$ cat src/spd_pkg.sv
// ----------------------------------------------------------------------------
// spd_pkg: shared types and constants for the serial packet deframer
// Request and result payload structs, framing byte values and result codes.
// ----------------------------------------------------------------------------
package spd_pkg;

  // Framing bytes
  localparam logic [7:0] SYN_BYTE  = 8'hFF;
  localparam logic [7:0] STX_BYTE  = 8'h02;
  localparam logic [7:0] ETX_BYTE  = 8'h03;
  localparam logic [7:0] DLE_BYTE  = 8'h10;
  localparam logic [7:0] ADDR_BASE = 8'h41;
  localparam logic [7:0] TYPE_INIT = 8'h49;
  localparam logic [7:0] TYPE_POLL = 8'h50;

  // Request kinds
  localparam logic REQ_BYTE    = 1'b0;
  localparam logic REQ_TIMEOUT = 1'b1;

  // Result kinds
  localparam logic [1:0] KIND_DATA     = 2'd0;
  localparam logic [1:0] KIND_COMPLETE = 2'd1;
  localparam logic [1:0] KIND_ERROR    = 2'd2;

  // Error codes
  localparam logic [1:0] ERR_NONE     = 2'd0;
  localparam logic [1:0] ERR_NO_STX   = 2'd1;
  localparam logic [1:0] ERR_OVERFLOW = 2'd2;
  localparam logic [1:0] ERR_TIMEOUT  = 2'd3;

  // Register indexes on the configuration port
  localparam logic REG_NODE_ADDRESS = 1'b0;

  typedef struct packed {
    logic       req_type;
    logic [7:0] rx_byte;
  } in_t;

  typedef struct packed {
    logic [1:0]  result_kind;
    logic [7:0]  data_byte;
    logic [5:0]  byte_index;
    logic [7:0]  packet_address;
    logic [7:0]  packet_type;
    logic [6:0]  body_length;
    logic        for_this_node;
    logic        reply_needed;
    logic [15:0] tx_delay;
    logic [1:0]  error_code;
  } out_t;

  // Parser to output stage: one result and its qualifier
  typedef struct packed {
    logic valid;
    out_t data;
  } res_t;

endpackage

$ cat src/spd_parser.sv
// ----------------------------------------------------------------------------
// spd_parser: framing state machine of the serial packet deframer
// Updates the parse state on each accepted request and presents the result
// it causes, if any, combinationally to the output register.
// ----------------------------------------------------------------------------
module spd_parser
  import spd_pkg::*;
#(
  parameter int MAX_BODY = 64
) (
  input  logic       clk,
  input  logic       rst,
  input  logic       step,
  input  in_t        item,
  input  logic [7:0] node_address,
  output res_t       res
);

  localparam int CW = $clog2(MAX_BODY + 1);

  localparam logic [2:0] PH_HUNT = 3'd0;
  localparam logic [2:0] PH_ADDR = 3'd1;
  localparam logic [2:0] PH_TYPE = 3'd2;
  localparam logic [2:0] PH_BODY = 3'd3;
  localparam logic [2:0] PH_ESC  = 3'd4;

  logic [2:0]    phase, phase_next;
  logic [1:0]    syn_count, syn_count_next;
  logic          in_packet, in_packet_next;
  logic [CW-1:0] body_count, body_count_next;
  logic [7:0]    held_address, held_address_next;
  logic [7:0]    held_type, held_type_next;
  logic [7:0]    delay_high_byte, delay_high_byte_next;
  logic [7:0]    delay_low_byte, delay_low_byte_next;
  logic [15:0]   delay_value, delay_value_next;

  logic [CW+6:0] count_ext;
  logic          finish;
  logic          emit_data;
  logic          mine;
  logic          load_delay;

  assign count_ext  = (CW+7)'(body_count);
  assign mine       = (held_address == node_address);
  assign load_delay = mine && (held_type == TYPE_INIT);

  always_comb begin
    phase_next           = phase;
    syn_count_next       = syn_count;
    in_packet_next       = in_packet;
    body_count_next      = body_count;
    held_address_next    = held_address;
    held_type_next       = held_type;
    delay_high_byte_next = delay_high_byte;
    delay_low_byte_next  = delay_low_byte;
    delay_value_next     = delay_value;
    finish               = 1'b0;
    emit_data            = 1'b0;
    res                  = '0;
    res.data.tx_delay    = delay_value;

    if (step) begin
      if (item.req_type == REQ_TIMEOUT) begin
        if (in_packet) begin
          res.valid            = 1'b1;
          res.data.result_kind = KIND_ERROR;
          res.data.error_code  = ERR_TIMEOUT;
          finish               = 1'b1;
        end
      end else begin
        in_packet_next = 1'b1;
        case (phase)
          PH_HUNT: begin
            if (item.rx_byte == SYN_BYTE) begin
              if (syn_count != 2'd2) begin
                syn_count_next = syn_count + 2'd1;
              end
            end else if (syn_count != 2'd2) begin
              syn_count_next = 2'd0;
            end else if (item.rx_byte != STX_BYTE) begin
              res.valid            = 1'b1;
              res.data.result_kind = KIND_ERROR;
              res.data.error_code  = ERR_NO_STX;
              finish               = 1'b1;
            end else begin
              syn_count_next       = 2'd0;
              delay_high_byte_next = 8'd0;
              delay_low_byte_next  = 8'd0;
              body_count_next      = '0;
              phase_next           = PH_ADDR;
            end
          end
          PH_ADDR: begin
            held_address_next = item.rx_byte - ADDR_BASE;
            phase_next        = PH_TYPE;
          end
          PH_TYPE: begin
            held_type_next = item.rx_byte;
            phase_next     = PH_BODY;
          end
          PH_BODY: begin
            if (item.rx_byte == ETX_BYTE) begin
              res.valid               = 1'b1;
              res.data.result_kind    = KIND_COMPLETE;
              res.data.packet_address = held_address;
              res.data.packet_type    = held_type;
              res.data.body_length    = count_ext[6:0];
              res.data.for_this_node  = mine;
              res.data.reply_needed   = mine && (held_type == TYPE_POLL);
              if (load_delay) begin
                delay_value_next  = {delay_high_byte, delay_low_byte};
                res.data.tx_delay = {delay_high_byte, delay_low_byte};
              end
              finish = 1'b1;
            end else if (body_count >= CW'(MAX_BODY)) begin
              res.valid            = 1'b1;
              res.data.result_kind = KIND_ERROR;
              res.data.error_code  = ERR_OVERFLOW;
              finish               = 1'b1;
            end else if (item.rx_byte == DLE_BYTE) begin
              phase_next = PH_ESC;
            end else begin
              emit_data = 1'b1;
            end
          end
          PH_ESC: begin
            emit_data = 1'b1;
          end
          default: begin
            finish = 1'b1;
          end
        endcase
      end

      if (emit_data) begin
        res.valid            = 1'b1;
        res.data.result_kind = KIND_DATA;
        res.data.data_byte   = item.rx_byte;
        res.data.byte_index  = count_ext[5:0];
        if (body_count == CW'(1)) begin
          delay_high_byte_next = item.rx_byte;
        end
        if (body_count == CW'(2)) begin
          delay_low_byte_next = item.rx_byte;
        end
        body_count_next = body_count + CW'(1);
        phase_next      = PH_BODY;
      end

      if (finish) begin
        phase_next      = PH_HUNT;
        syn_count_next  = 2'd0;
        in_packet_next  = 1'b0;
        body_count_next = '0;
      end
    end
  end

  always_ff @(posedge clk) begin
    if (rst) begin
      phase           <= PH_HUNT;
      syn_count       <= 2'd0;
      in_packet       <= 1'b0;
      body_count      <= '0;
      held_address    <= 8'd0;
      held_type       <= 8'd0;
      delay_high_byte <= 8'd0;
      delay_low_byte  <= 8'd0;
      delay_value     <= 16'd0;
    end else begin
      phase           <= phase_next;
      syn_count       <= syn_count_next;
      in_packet       <= in_packet_next;
      body_count      <= body_count_next;
      held_address    <= held_address_next;
      held_type       <= held_type_next;
      delay_high_byte <= delay_high_byte_next;
      delay_low_byte  <= delay_low_byte_next;
      delay_value     <= delay_value_next;
    end
  end

endmodule

$ cat src/serial_packet_deframer.sv
// ----------------------------------------------------------------------------
// serial_packet_deframer: byte-stream packet deframer for a serial node link
// A result is registered into out_data, or into the skid entry while stalled.
// One request per cycle while in_ready is high; single-pass state update.
// A two-entry output stage (result register plus skid) keeps in_ready high
// while one result waits, so in_ready drops only when both entries are full.
// Reset (rst, synchronous): parser to sync hunting, node_addr and delay to
// zero, output stage empty.
// ----------------------------------------------------------------------------
module serial_packet_deframer
  import spd_pkg::*;
#(
  parameter int MAX_BODY = 64
) (
  input  logic        clk,
  input  logic        rst,
  // request channel
  input  logic        in_valid,
  output logic        in_ready,
  input  in_t         in_data,
  // result channel
  output logic        out_valid,
  input  logic        out_ready,
  output out_t        out_data,
  // configuration port
  input  logic        psel,
  input  logic        penable,
  input  logic        pwrite,
  input  logic [2:0]  paddr,
  input  logic [31:0] pwdata,
  output logic [31:0] prdata,
  output logic        pready
);

  logic       node_address;
  logic [7:0] node_addr;
  logic       step;
  res_t       res;
  logic       skid_valid;
  out_t       skid_data;
  logic       cfg_write;

  // Configuration register: one byte at address 0, no wait states
  assign pready    = 1'b1;
  assign cfg_write = psel && penable && pwrite;
  assign node_address = (paddr[2] == REG_NODE_ADDRESS);

  always_ff @(posedge clk) begin
    if (rst) begin
      node_addr <= 8'd0;
    end else if (cfg_write && node_address) begin
      node_addr <= pwdata[7:0];
    end
  end

  // Read back the node address; unmapped addresses read as zero
  always_comb begin
    prdata = 32'd0;
    if (node_address) begin
      prdata = 32'(node_addr);
    end
  end

  // Accept requests until the skid entry is occupied
  assign in_ready = !skid_valid;
  assign step     = in_valid && in_ready;

  spd_parser #(
    .MAX_BODY(MAX_BODY)
  ) u_parser (
    .clk         (clk),
    .rst         (rst),
    .step        (step),
    .item        (in_data),
    .node_address(node_addr),
    .res         (res)
  );

  // Output stage: when the result register is free, refill it from the skid
  // entry first, else from the parser; when it is stalled, park any new
  // result in the skid entry.
  always_ff @(posedge clk) begin
    if (rst) begin
      out_valid  <= 1'b0;
      skid_valid <= 1'b0;
    end else if (!out_valid || out_ready) begin
      if (skid_valid) begin
        out_valid  <= 1'b1;
        skid_valid <= 1'b0;
      end else begin
        out_valid <= res.valid;
      end
    end else if (res.valid) begin
      skid_valid <= 1'b1;
    end
  end

  always_ff @(posedge clk) begin
    if (!out_valid || out_ready) begin
      if (skid_valid) begin
        out_data <= skid_data;
      end else if (res.valid) begin
        out_data <= res.data;
      end
    end else if (res.valid) begin
      skid_data <= res.data;
    end
  end

  // The skid entry is only ever filled behind a stalled result
  a_skid_behind_out : assert property (@(posedge clk) disable iff (rst)
    skid_valid |-> out_valid)
    else $error("skid entry holds a result while the result register is empty");

  // A new skid entry means the result register was stalled on the last edge
  a_skid_fill : assert property (@(posedge clk) disable iff (rst)
    $rose(skid_valid) |-> $past(out_valid && !out_ready))
    else $error("skid entry filled without a stalled result");

  // Error results carry a code, the others never do
  a_err_code : assert property (@(posedge clk) disable iff (rst)
    out_valid |-> ((out_data.result_kind == KIND_ERROR) == (out_data.error_code != ERR_NONE)))
    else $error("error code does not match result kind");

  // No result is produced while the skid entry is full
  a_no_overrun : assert property (@(posedge clk) disable iff (rst)
    skid_valid |-> !res.valid)
    else $error("parser result with no room in the output stage");

endmodule

$ cat config.mk
export PLATFORM = sky130hd
export DESIGN_NAME = serial_packet_deframer
export DESIGN_NICKNAME = d
export VERILOG_FILES = /design/src/spd_pkg.sv /design/src/spd_parser.sv /design/src/serial_packet_deframer.sv
export SDC_FILE = /design/constraint.sdc
export NUM_CORES = 1
export LEC_CHECK = 0
export BUFFER_PORTS_ARGS = -buffer_cell sky130_fd_sc_hd__buf_4
export CORE_UTILIZATION = 45
export DETAILED_ROUTE_END_ITERATION = 7
export GPL_TIMING_DRIVEN = 0
export MAX_ROUTING_LAYER = met4
export PLACE_DENSITY_LB_ADDON = 0.1
export SYNTH_ARGS = -nofsm -noshare
export SYNTH_HDL_FRONTEND = slang
export SYNTH_HIERARCHICAL = 1
export SYNTH_SLANG_ARGS = --single-unit
$ cat constraint.sdc
create_clock -name clk -period 5.6 [get_ports clk]
set_input_delay 0.28 -clock clk [delete_from_list [all_inputs] [get_ports clk]]
set_output_delay 0.28 -clock clk [all_outputs]
set_load 0.005 [all_outputs]
==> results_dict.tcl <==
set metrics [dict create \
    status "complete, but fails checks" \
    violations "design-rule violations" \
    synthCells 638 \
    power_density_nw_per_um2 282.3 \
    antenna_left 0 \
    syn-cell-area_sq_um 8346 \
    worstMarginPinSlew_ns 1.002 \
    nets 832 \
    hold_violations 0 \
    areaGrowthSynthToFinish_pct 20.27 \
    async_reset_ff_frac 0 \
    path_depth 11 \
    die_w_um 138.2 \
    cts_buffers 17 \
    portBuffers 90 \
    synth-edff-count 118 \
    required_ns 5.78 \
    fin_crit_ns 3.630 \
    hp-class "in2reg" \
    r2r_start "skid_valid$_SDFFE_PP0P_" \
    synth-compound-area-share 0.05847 \
    postSynthAreaPerCell_sq_um 13.08 \
    yosys.area_share.adder 0.01349 \
    routabilityCongestion 0.8448 \
    gr-total-overflow 0 \
    dpl.hpwl_mm 12.88 \
    crit_path_start "skid_valid$_SDFFE_PP0P_" \
    timing.final.ws_setup_ns 1.970 \
    grt_pass1_vias 5260 \
    final_layout_size_suffix_gt1_frac 0.3287 \
    r2r_end "out_data[16]$_DFFE_PP_" \
    crit_family "simple AND/OR/NAND/NOR gates" \
    worstSetupStartpointType "register" \
    cp_slowest_stage_delay_ns 0.47 \
    cts-htree-levels 4 \
    synth_top_cell_by_area "edfxtp_1" \
    rsz0062_at_grt "no" \
    slew_viol_final 0 \
    setup_viol 0 \
    crit_end "out_data[16]$_DFFE_PP_" \
    cts_tree "done" \
    yosysUniqueCellTypes 60 \
    cts-resized-gates 0 \
    wirelength_mm 18.52 \
    drt_iter0_drc 329 \
    arrival_ns 3.82 \
    wire_per_inst_um 18.26 \
    fmax_mhz 275.5 \
    synthDominantCellAreaShare 0.4246 \
    grt_pass1_wl_mm 29.50 \
    crit_path_max_fanout 10 \
    antenna_found_initial 0 \
    vias 5278 \
    critPathKind "reg2reg" \
    clock_skew_ns 0.01322 \
    insertion_delay_ns 0.43 \
    critPathSlowestCell "nor3_4" \
    p_leak_nw 4.075 \
    initial_utilization 0.4614 \
    synth-simple-area-share 0.1418 \
    cp_num_buf_inv 4 \
    yosys_warnings 6 \
    post_cts_buffers 0 \
    via_per_inst 5.205 \
    critPathCaptureType "register" \
    irDropWorstVdd_mv 0.2067 \
    gr-usage-all-layers 0.2080 \
    ys_ff_latch 189 \
    clk_path_buf_depth 2 \
    r2r_setup_slack_ns 1.97 \
    grt_max_degree 60 \
    pre_cts_ws_ns 1.930 \
    root_buffer "clkbuf_16" \
    period_share 0.6482 \
    clock_sinks 189 \
    antenna_cells 0 \
    boundaryPins 145 \
    synth_xor_area_frac 0.01364 \
    fill_cells 1550 \
    drc 14 \
    clkTransAtPathRegs_ns 0.07 \
    fin_tns_setup_ns 0 \
    drt_pass1_iterations 7 \
    max_slew_margin 0.3267 \
    post-route-util 0.5550 \
    hold_buffers 0 \
    synthTopCellsByArea "edfxtp_1, dfxtp_1, mux2_2" \
    num_rows 49 \
    yosysSeqAreaShare 0.5949 \
    crit_chain "buf_2 -> buf_6 -> nor2b_1 -> nand2b_1 -> clkbuf_1 -> nor4_4 -> nand4_2 -> nor3_4 -> buf_8 -> mux2_4 -> mux2_2" \
    rr_worst_depth 11 \
    coreArea_sq_um 18090 \
    synth_top_family_by_area "simple AND/OR/NAND/NOR gates" \
    synth_top_flop_cell "edfxtp_1" \
    cap_viol_max_count 0 \
    muxShareOfSynthArea 0.1261 \
    die_area_sq_um 19090 \
    die_h_um 138.2 \
]
[synthesized netlist by cell type, drive strengths merged (3+ instances only)]
master  instances
a311oi          3
xor2           11
a22o           14
o21bai          3
mux2i          17
nand2          16
nor2           42
a211oi          7
and2b          18
buf            39
nand3           4
and2           36
clkbuf         19
o31ai           4
a21oi          14
ha              9
edfxtp        118
nand3b          5
or3             5
nand2b         21
nor3           16
inv             9
nor2b           9
or3b            3
or4             3
o21ai           4
mux2           75
dfxtp          71
nor4            8
nand4           4
[flip-flops by register name (all words and copies together) (netlist names)]
signal                    flops
node_addr                     8
out_data                     59
out_valid                     1
skid_data                    59
skid_valid                    1
u_parser/body_count           7
u_parser/delay_high_byte      8
u_parser/delay_low_byte       8
u_parser/delay_value         16
u_parser/held_address         8
u_parser/held_type            8
u_parser/in_packet            1
u_parser/phase                3
u_parser/syn_count            2
[cell families after synthesis]
logic type	Yosys count
xor+xnor	13
fa+ha+maj	9
compound gates	66
buf+inv	67
flops	189
simple gates	200
mux	92
other cells	2
[area by class of cell]
class / count / area [sq um] / share of cell area
flip-flops and latches: 189 / 4965 / 0.4946
multi-input cells: 405 / 3060 / 0.3049
repair buffers: 92 / 715.7 / 0.07130
clock buffers: 17 / 425.4 / 0.04238
plain buffers: 58 / 389.1 / 0.03877
well taps: 229 / 286.5 / 0.02855
clock inverters: 15 / 161.4 / 0.01608
inverters: 9 / 33.78 / 0.003366
[where the power goes]
part           internal, mW  switching [mW]
sequential             1.48         0.00667
clock                 0.631           0.566
combinational        0.0645          0.0823
[through the flow]
step	power (mW)	cells	hold WS [ns]	cell area [sq um]
2_1_floorplan	1.601	661	0.4057	8432
5_1_grt	2.931	1014	0.1080	10040
6_report	2.834	1014	0.1154	10040
3_5_place_dp	1.669	982	0.4636	9450
4_1_cts	2.857	1014	0.1032	10040
3_3_place_gp	1.666	980	0.4549	9394
[per-layer routing]
| layer | vias to the layer above | part of all wire | GRT usage |
|---|---|---|---|
| met2 | 148 | 0.46 | 0.3136 |
| met3 | 13 | 0.046 | 0.04122 |
| met1 | 2581 | 0.49 | 0.2882 |
| met5 | - | 0 | - |
| li1 | 2536 | - | - |
| met4 | 0 | 0.0088 | 0.05145 |
[worst reg2reg max path: cells and delay by family, from the launching register on]
| family | cells | cell delay [ns] |
|---|---|---|
| buffers and inverters | 4 | 0.94 |
| flip-flops | 1 | 0.30 |
| multiplexers | 2 | 0.60 |
| AND/OR/NAND/NOR | 5 | 1.55 |
[how the worst min path moves through the flow]
stage | from | end | slack [ns] | depth (start not counted)
floorplan | in_data[0] | u_parser/delay_high_byte[0]$_SDFFE_PP0P_ | 0.41 | 1
global placement | u_parser/syn_count[0]$_SDFFE_PP0P_ | u_parser/syn_count[0]$_SDFFE_PP0P_ | 0.45 | 1
detailed placement | u_parser/syn_count[0]$_SDFFE_PP0P_ | u_parser/syn_count[0]$_SDFFE_PP0P_ | 0.46 | 1
CTS | pwdata[6] | node_addr[6]$_SDFFE_PP0P_ | 0.10 | 3
global route | pwdata[0] | node_addr[0]$_SDFFE_PP0P_ | 0.11 | 3
finish | pwdata[0] | node_addr[0]$_SDFFE_PP0P_ | 0.12 | 3
[cell usage in the layout, fill, tap and decap left out, types with 3 or more instances in the layout]
master / synthesis / layout
nand3b_1: 5 / 5
a22o_1: 14 / 14
and2_1: 36 / 36
a311oi_1: 3 / 3
mux2i_1: 17 / 17
xor2_1: 11 / 11
buf_4: 25 / 115
clkinv_4: 0 / 5
conb_1: 2 / 25
nand2_1: 16 / 16
nor2b_1: 9 / 9
clkbuf_1: 19 / 19
and2b_1: 10 / 10
o21bai_1: 3 / 3
ha_1: 9 / 9
dfxtp_1: 71 / 71
mux2_4: 10 / 10
nand4_1: 3 / 3
buf_2: 5 / 5
mux2_2: 65 / 65
nor3_1: 15 / 15
and2b_2: 8 / 8
a211oi_1: 7 / 7
edfxtp_1: 118 / 118
inv_1: 9 / 9
clkbuf_16: 0 / 17
nor2_1: 42 / 42
a21oi_1: 14 / 13
o21ai_0: 4 / 4
o31ai_1: 4 / 4
or3_1: 5 / 5
or3b_2: 3 / 3
nor4_1: 7 / 7
buf_6: 8 / 8
nand3_1: 4 / 4
nand2b_1: 21 / 21
Power figures use the tool's default switching activity.
